===== config.mk =====
export PLATFORM = sky130hd
export DESIGN_NAME = imu_frame_deframer_checksum_core
export DESIGN_NICKNAME = d
export VERILOG_FILES = /design/src/hdl/ifd_pkg.sv /design/src/hdl/ifd_front.sv /design/src/hdl/ifd_fifo.sv /design/src/hdl/ifd_back.sv /design/src/hdl/imu_frame_deframer_checksum_core.sv
export SDC_FILE = /design/constraint.sdc
export NUM_CORES = 1
export LEC_CHECK = 0
export BUFFER_PORTS_ARGS = -buffer_cell sky130_fd_sc_hd__buf_2
export CORE_MARGIN = 10
export CORE_UTILIZATION = 35
export DETAILED_ROUTE_END_ITERATION = 7
export GPL_TIMING_DRIVEN = 1
export HOLD_SLACK_MARGIN = 0.1
export SLEW_MARGIN = 30
export SYNTH_ARGS = -nofsm -noshare
export SYNTH_HDL_FRONTEND = slang
export SYNTH_HIERARCHICAL = 1
export SYNTH_SLANG_ARGS = --single-unit

===== constraint.sdc =====
create_clock -name clk_i -period 26 [get_ports clk_i]
set_input_delay 3.9 -clock clk_i [delete_from_list [all_inputs] [get_ports clk_i]]
set_output_delay 3.9 -clock clk_i [all_outputs]
set_load 0.05 [all_outputs]

===== src/hdl/ifd_pkg.sv =====
// Shared types and constants of the frame deframer.
// No dependencies.
package ifd_pkg;

  localparam int unsigned BYTE_W     = 8;
  localparam int unsigned POS_W      = 5;
  localparam int unsigned WORD_W     = 32;
  localparam int unsigned CFG_IDX_W  = 8;
  localparam int unsigned CAPT_BYTES = 24;
  localparam int unsigned QPTR_W     = 1;
  localparam int unsigned QCNT_W     = 2;
  localparam int unsigned QDEPTH     = 2;

  localparam logic [BYTE_W-1:0] PREAMBLE_BYTE = 8'hFA;
  localparam logic [BYTE_W-1:0] LENGTH_BYTE   = 8'h1A;
  localparam logic [BYTE_W-1:0] BUS_ADDR_RST  = 8'hFF;
  localparam logic [BYTE_W-1:0] MSG_ID_RST    = 8'h32;

  localparam logic [CFG_IDX_W-1:0] CFG_BUS_ADDRESS = 8'd0;
  localparam logic [CFG_IDX_W-1:0] CFG_MESSAGE_ID  = 8'd1;

  localparam logic [POS_W-1:0] POS_HUNT      = 5'd0;
  localparam logic [POS_W-1:0] POS_ADDR      = 5'd1;
  localparam logic [POS_W-1:0] POS_ID        = 5'd2;
  localparam logic [POS_W-1:0] POS_LEN       = 5'd3;
  localparam logic [POS_W-1:0] POS_PAYLOAD   = 5'd4;
  localparam logic [POS_W-1:0] POS_LAST_CAPT = 5'd27;
  localparam logic [POS_W-1:0] POS_LAST_PAY  = 5'd29;
  localparam logic [POS_W-1:0] POS_CHECKSUM  = 5'd30;

  localparam logic [WORD_W-2:0] F_ONE  = 31'h3F800000;
  localparam logic [WORD_W-2:0] F_90   = 31'h42B40000;
  localparam logic [WORD_W-2:0] F_180  = 31'h43340000;
  localparam logic [WORD_W-2:0] F_200  = 31'h43480000;
  localparam logic [WORD_W-2:0] F_1000 = 31'h447A0000;

  typedef struct packed {
    logic [WORD_W-1:0] roll;
    logic [WORD_W-1:0] pitch;
    logic [WORD_W-1:0] yaw;
    logic [WORD_W-1:0] lat;
    logic [WORD_W-1:0] lon;
    logic [WORD_W-1:0] alt;
  } frame_t;

endpackage


===== src/hdl/ifd_front.sv =====
// Front end: header hunt, running checksum and payload capture.
// Depends on ifd_pkg.
module ifd_front (
  input  logic                          clk_i,
  input  logic                          rst_ni,
  input  logic                          cfg_we_i,
  input  logic [ifd_pkg::CFG_IDX_W-1:0] cfg_index_i,
  input  logic [ifd_pkg::BYTE_W-1:0]    cfg_data_i,
  input  logic                          acc_i,
  input  logic [ifd_pkg::BYTE_W-1:0]    rx_byte_i,
  output logic                          push_o,
  output ifd_pkg::frame_t               frame_o
);
  import ifd_pkg::*;

  logic [BYTE_W-1:0]            bus_addr_q, msg_id_q;
  logic [POS_W-1:0]             pos_q, pos_d;
  logic [BYTE_W-1:0]            sum_q, sum_d, sum_add, want;
  logic [CAPT_BYTES*BYTE_W-1:0] data_q;
  logic                         shift_en;

  assign sum_add = BYTE_W'(sum_q + rx_byte_i);
  assign want = (pos_q == POS_ADDR) ? bus_addr_q :
                (pos_q == POS_ID)   ? msg_id_q : LENGTH_BYTE;

  always_comb begin
    pos_d    = pos_q;
    sum_d    = sum_q;
    shift_en = 1'b0;
    push_o   = 1'b0;
    if (acc_i) begin
      if (pos_q inside {POS_ADDR, POS_ID, POS_LEN}) begin
        if (rx_byte_i == want) begin
          sum_d = sum_add;
          pos_d = POS_W'(pos_q + 5'd1);
        end else begin
          sum_d = '0;
          pos_d = (rx_byte_i == PREAMBLE_BYTE) ? POS_ADDR : POS_HUNT;
        end
      end else if (pos_q inside {[POS_PAYLOAD:POS_LAST_PAY]}) begin
        shift_en = (pos_q <= POS_LAST_CAPT);
        sum_d    = sum_add;
        pos_d    = POS_W'(pos_q + 5'd1);
      end else if (pos_q == POS_CHECKSUM) begin
        sum_d  = '0;
        pos_d  = POS_HUNT;
        push_o = (sum_add == '0);
      end else begin
        sum_d = '0;
        pos_d = (rx_byte_i == PREAMBLE_BYTE) ? POS_ADDR : POS_HUNT;
      end
    end
  end

  always_ff @(posedge clk_i or negedge rst_ni) begin
    if (!rst_ni) begin
      pos_q      <= POS_HUNT;
      sum_q      <= '0;
      bus_addr_q <= BUS_ADDR_RST;
      msg_id_q   <= MSG_ID_RST;
    end else begin
      pos_q <= pos_d;
      sum_q <= sum_d;
      if (cfg_we_i && cfg_index_i == CFG_BUS_ADDRESS) begin
        bus_addr_q <= cfg_data_i;
      end
      if (cfg_we_i && cfg_index_i == CFG_MESSAGE_ID) begin
        msg_id_q <= cfg_data_i;
      end
    end
  end

  always_ff @(posedge clk_i) begin
    if (shift_en) begin
      data_q <= {data_q[(CAPT_BYTES-1)*BYTE_W-1:0], rx_byte_i};
    end
  end

  assign frame_o = frame_t'(data_q);

endmodule


===== src/hdl/ifd_fifo.sv =====
// Two-entry frame queue between front and back end.
// Depends on ifd_pkg.
module ifd_fifo (
  input  logic            clk_i,
  input  logic            rst_ni,
  input  logic            push_i,
  input  ifd_pkg::frame_t wdata_i,
  input  logic            pop_i,
  output ifd_pkg::frame_t rdata_o,
  output logic            full_o,
  output logic            empty_o
);
  import ifd_pkg::*;

  frame_t            mem_q [QDEPTH];
  logic [QPTR_W-1:0] wr_q, rd_q;
  logic [QCNT_W-1:0] cnt_q;

  assign full_o  = (cnt_q == QCNT_W'(QDEPTH));
  assign empty_o = (cnt_q == '0);
  assign rdata_o = mem_q[rd_q];

  always_ff @(posedge clk_i) begin
    if (push_i) begin
      mem_q[wr_q] <= wdata_i;
    end
  end

  always_ff @(posedge clk_i or negedge rst_ni) begin
    if (!rst_ni) begin
      wr_q  <= '0;
      rd_q  <= '0;
      cnt_q <= '0;
    end else begin
      if (push_i) begin
        wr_q <= QPTR_W'(wr_q + 1'b1);
      end
      if (pop_i) begin
        rd_q <= QPTR_W'(rd_q + 1'b1);
      end
      if (push_i && !pop_i) begin
        cnt_q <= QCNT_W'(cnt_q + 1'b1);
      end else if (pop_i && !push_i) begin
        cnt_q <= QCNT_W'(cnt_q - 1'b1);
      end
    end
  end

endmodule


===== src/hdl/ifd_back.sv =====
// Back end: plausibility check and output register.
// Depends on ifd_pkg.
module ifd_back (
  input  logic                       clk_i,
  input  logic                       rst_ni,
  input  logic                       empty_i,
  input  ifd_pkg::frame_t            frame_i,
  output logic                       pop_o,
  input  logic                       out_stall_i,
  output logic                       out_valid_o,
  output ifd_pkg::frame_t            frame_o,
  output logic                       in_range_o
);
  import ifd_pkg::*;

  logic   out_valid_q, in_range_q, bad;
  frame_t frame_q;

  function automatic logic outside(logic [WORD_W-1:0] bits, logic [WORD_W-2:0] lo,
                                   logic [WORD_W-2:0] hi);
    logic [WORD_W-2:0] mag;
    mag = bits[WORD_W-2:0];
    return bits[WORD_W-1] ? (mag > lo) : (mag > hi);
  endfunction

  function automatic logic near_zero(logic [WORD_W-1:0] bits);
    return bits[WORD_W-2:0] < F_ONE;
  endfunction

  assign bad = outside(frame_i.roll, F_180, F_180) ||
               outside(frame_i.pitch, F_180, F_180) ||
               outside(frame_i.yaw, F_180, F_180) || near_zero(frame_i.yaw) ||
               outside(frame_i.lat, F_90, F_90) || near_zero(frame_i.lat) ||
               outside(frame_i.lon, F_180, F_180) || near_zero(frame_i.lon) ||
               outside(frame_i.alt, F_200, F_1000) || near_zero(frame_i.alt);

  assign pop_o = !empty_i && (!out_valid_q || !out_stall_i);

  always_ff @(posedge clk_i or negedge rst_ni) begin
    if (!rst_ni) begin
      out_valid_q <= 1'b0;
    end else if (pop_o) begin
      out_valid_q <= 1'b1;
    end else if (!out_stall_i) begin
      out_valid_q <= 1'b0;
    end
  end

  always_ff @(posedge clk_i) begin
    if (pop_o) begin
      frame_q    <= frame_i;
      in_range_q <= !bad;
    end
  end

  assign out_valid_o = out_valid_q;
  assign frame_o     = frame_q;
  assign in_range_o  = in_range_q;

endmodule


===== src/hdl/imu_frame_deframer_checksum_core.sv =====
// Frame deframer: one received byte per cycle, one result per good frame.
// A good frame is queued with its checksum byte and then output-registered.
// Throughput: one byte per cycle; input stalls only while the two-entry
// frame queue is full because the output is stalled.
// Reset (async, active low) clears position, sum, queue and output valid;
// bus_address returns to 0xFF and message_id to 0x32.
module imu_frame_deframer_checksum_core (
  input  logic                          clk_i,
  input  logic                          rst_ni,
  input  logic                          cfg_valid_i,
  output logic                          cfg_ready_o,
  input  logic [ifd_pkg::CFG_IDX_W-1:0] cfg_index_i,
  input  logic [ifd_pkg::BYTE_W-1:0]    cfg_data_i,
  input  logic                          in_valid_i,
  output logic                          in_stall_o,
  input  logic [ifd_pkg::BYTE_W-1:0]    rx_byte_i,
  output logic                          out_valid_o,
  input  logic                          out_stall_i,
  output logic [ifd_pkg::WORD_W-1:0]    roll_bits_o,
  output logic [ifd_pkg::WORD_W-1:0]    pitch_bits_o,
  output logic [ifd_pkg::WORD_W-1:0]    yaw_bits_o,
  output logic [ifd_pkg::WORD_W-1:0]    latitude_bits_o,
  output logic [ifd_pkg::WORD_W-1:0]    longitude_bits_o,
  output logic [ifd_pkg::WORD_W-1:0]    altitude_bits_o,
  output logic                          in_range_o
);
  import ifd_pkg::*;

  logic   acc, push, pop, full, empty;
  frame_t push_frame, head_frame, out_frame;

  assign cfg_ready_o = 1'b1;
  assign in_stall_o  = full;
  assign acc         = in_valid_i && !full;

  ifd_front u_front (
    .clk_i       (clk_i),
    .rst_ni      (rst_ni),
    .cfg_we_i    (cfg_valid_i),
    .cfg_index_i (cfg_index_i),
    .cfg_data_i  (cfg_data_i),
    .acc_i       (acc),
    .rx_byte_i   (rx_byte_i),
    .push_o      (push),
    .frame_o     (push_frame)
  );

  ifd_fifo u_fifo (
    .clk_i   (clk_i),
    .rst_ni  (rst_ni),
    .push_i  (push),
    .wdata_i (push_frame),
    .pop_i   (pop),
    .rdata_o (head_frame),
    .full_o  (full),
    .empty_o (empty)
  );

  ifd_back u_back (
    .clk_i       (clk_i),
    .rst_ni      (rst_ni),
    .empty_i     (empty),
    .frame_i     (head_frame),
    .pop_o       (pop),
    .out_stall_i (out_stall_i),
    .out_valid_o (out_valid_o),
    .frame_o     (out_frame),
    .in_range_o  (in_range_o)
  );

  assign roll_bits_o      = out_frame.roll;
  assign pitch_bits_o     = out_frame.pitch;
  assign yaw_bits_o       = out_frame.yaw;
  assign latitude_bits_o  = out_frame.lat;
  assign longitude_bits_o = out_frame.lon;
  assign altitude_bits_o  = out_frame.alt;

endmodule


==> results.json <==
{
  "outcome": "completed",
  "crit_path_end_kind": "flop",
  "rows": 104,
  "hold_class": "reg -> reg",
  "min_period_ns": 8.51,
  "drt_wl_total_um": 58100,
  "syn2layout_area_growth_pct": 18.8,
  "p_leak_uw": 0.0112,
  "cp_top_family": "buffers and inverters",
  "clkLatencyLatePin_ns": 0.64,
  "yosys_most_used_dff": "edfxtp_1",
  "h-tree-depth": 3,
  "dp_hpwl_um": 37900,
  "cp.arrival_ns": 8.76,
  "p_per_area_nw_per_um2": 101,
  "maxSlewViolCount": 0,
  "cts_tree": "built",
  "syn_area_per_cell_um2": 21.7,
  "cp_max_fo": 58,
  "critical_path.cell_chain": "buf_2 > ha_1 > fa_1 > a21o_1 > a21oi_1 > o21bai_1 > a21oi_1 > xor2_1 > nor4bb_1 > nor2b_4 > buf_4 > buf_4",
  "cts_inserted_buffers": 87,
  "grt_overflow": 0,
  "wl_per_cell_um": 21.3,
  "grt_pass1_wl_um": 86700,
  "worstSetupStartpointType": "primary input",
  "grt.total_usage_pct": 12.1,
  "drtIter0Drc": 949,
  "rsz0062_at_grt": "no",
  "cts.clk_slew.worst_paths_ns": 0.06,
  "first_pass_iters": 5,
  "viasPerCell": 4.75,
  "ctsResizeCount": 0,
  "n_antenna_cell": 0,
  "setup_viol": 0,
  "layout_setup_ws_ns": 17.49,
  "ys_ff_latch": 803,
  "portBuffers": 223,
  "num_vias": 13000,
  "n_fill_cell": 7056,
  "postRouteAntennaNets": 0,
  "synth_commonest_cells": "769 x edfxtp_1, 205 x mux2_2, 27 x nor4_1",
  "yosysWarnings": 6,
  "post-cts-setup-buffers": 0,
  "ys_types": 57,
  "worst-path-buf-inv": 3,
  "slew_headroom_pct": 38.2,
  "slowest_stage": "nor2b_4",
  "syn_inst": 1305,
  "synth.largest_area_cell": "edfxtp_1",
  "synth_enable_flop_cells": 769,
  "fin_tns_setup_ns": 0,
  "fin_nets": 1646,
  "max_stage_delay_ns": 0.81,
  "synth_top_area_share_pct": 81.6,
  "cts.sinks": 803,
  "synthesis.area_um2": 28300,
  "synth-async-reset-ratio_pct": 4.23,
  "synthesis.nets": 1347,
  "root_buffer": "clkbuf_16",
  "die_w_um": 304,
  "yosys-top-cells-area": "edfxtp_1 82%, mux2_2 8.2%, dfrtp_1 2.0%, dfstp_2 1.0%, nor4_1 0.60%",
  "synth.most_common_cell": "edfxtp_1",
  "fin_worst_skew_ns": 0.0180,
  "tightest_slew_ns": 0.927,
  "hold_violations": 0,
  "ir_drop_uv": 49.7,
  "worstSetupPathType": "in -> reg",
  "drt_drc_violations_left": 0,
  "grt_max_degree": 74,
  "fp.coreArea_um2": 80400,
  "drive_gt1_share_pct": 35.1,
  "antenna_found_initial": 5,
  "fmax_ghz": 0.118,
  "gp_congestion": 0.759,
  "cp.required_ns": 26.25,
  "cts_buffer_depth": 3,
  "start_util_pct": 35.2,
  "die-area_um2": 92700,
  "pre_cts_ws_ns": 16.84,
  "pin_count": 225,
  "cts_hold_buffers": 0,
  "synth_seq_area_share_pct": 84.6,
  "fp.dieH_um": 304,
  "grt_pass1_vias": 13400,
  "post-route-period-util_pct": 32.7,
  "max_cap_violations": 0
}
[placed cells by master, fill, tap and decap left out, types with 16 or more instances in the layout]
cell and n:
nor2_1 25, nand2_1 22, dfrtp_1 22, clkinv_1 20, buf_2 223, clkbuf_16 87
inv_1 16, clkbuf_1 17, mux2_2 205, nor4_1 27, edfxtp_1 769
[per-stage QoR]
stage | cell area (µm²) | power (µW) | std cells | hold WS [ns] | utilization, %
floorplan | 28300 | 2080 | 1305 | 0.421 | -
global placement | 30700 | 2210 | 2572 | 0.428 | 38.1
detailed placement | 30700 | 2220 | 2572 | 0.436 | 38.1
CTS | 33600 | 3460 | 2729 | 0.451 | 41.7
global route | 33600 | 3540 | 2732 | 0.458 | 41.8
finish | 33600 | 3410 | 2732 | 0.450 | 41.8
[routing by layer]
metal | vias to the layer above | part of all wire, % | track usage [%]
li1 | 5879 | - | -
met1 | 6673 | 43 | 15.6
met2 | 335 | 50 | 20.5
met3 | 89 | 5.3 | 2.81
met4 | 0 | 1.8 | 2.98
met5 | - | 0 | 0
[worst paths after layout]
path | startpoint | end | slack [ns] | cells after the start
worst max-delay path | rx_byte_i[0] | u_fifo/mem_q[0][102]$_DFFE_PP_ | 17.49 | 12
worst min register to register | u_front/frame_o[190]$_DFFE_PP_ | u_fifo/mem_q[1][190]$_DFFE_PP_ | 0.45 | 0
max in group asynchronous | rst_ni | u_fifo/rd_q$_DFFE_PN0P_ | 22.04 | 1
worst max register to register | u_front/pos_q[0]$_DFFE_PN0P_ | u_fifo/mem_q[0][102]$_DFFE_PP_ | 20.33 | 10
min in group asynchronous | rst_ni | u_back/out_valid_o$_DFFE_PN0P_ | 3.37 | 1
worst min-delay path | u_front/frame_o[190]$_DFFE_PP_ | u_fifo/mem_q[1][190]$_DFFE_PP_ | 0.45 | 0
[kinds of logic after synthesis]
kind of cell | share of synthesized area (%)
DFF | 84.6
muxes | 8.15
and+or+nand+nor | 3.17
AOI/OAI and AO/OA | 1.79
buffers and inverters | 1.03
xor gates and xnor gates | 0.619
adders and majority gates | 0.601
other | 0.0132
[area by class of cell]
type / count / area [µm²] / share of cell area (%)
Inverter: 16 / 60.1 / 0.178
Tap cell: 1060 / 1330 / 3.94
Clock inverter: 53 / 663 / 1.97
Multi-Input combinational cell: 457 / 4090 / 12.2
Clock buffer: 104 / 2240 / 6.66
Timing Repair Buffer: 239 / 1310 / 3.89
Sequential cell: 803 / 24000 / 71.2
[flip-flops by register name, indices dropped and copies added (netlist names)]
name	count
u_back/in_range_o	1
u_fifo/rd_q	1
u_front/msg_id_q	8
u_front/bus_addr_q	8
u_front/sum_q	8
u_back/frame_o	192
u_fifo/mem_q	384
u_back/out_valid_o	1
u_fifo/cnt_q	2
u_fifo/wr_q	1
u_front/frame_o	192
u_front/pos_q	5
[power breakdown]
group	switching (µW)	internal (µW)
sequential	49.8	1520
combinational	435	168
clock	493	739
total	978	2430
Note: power is estimated with default switching activity, not from simulation.
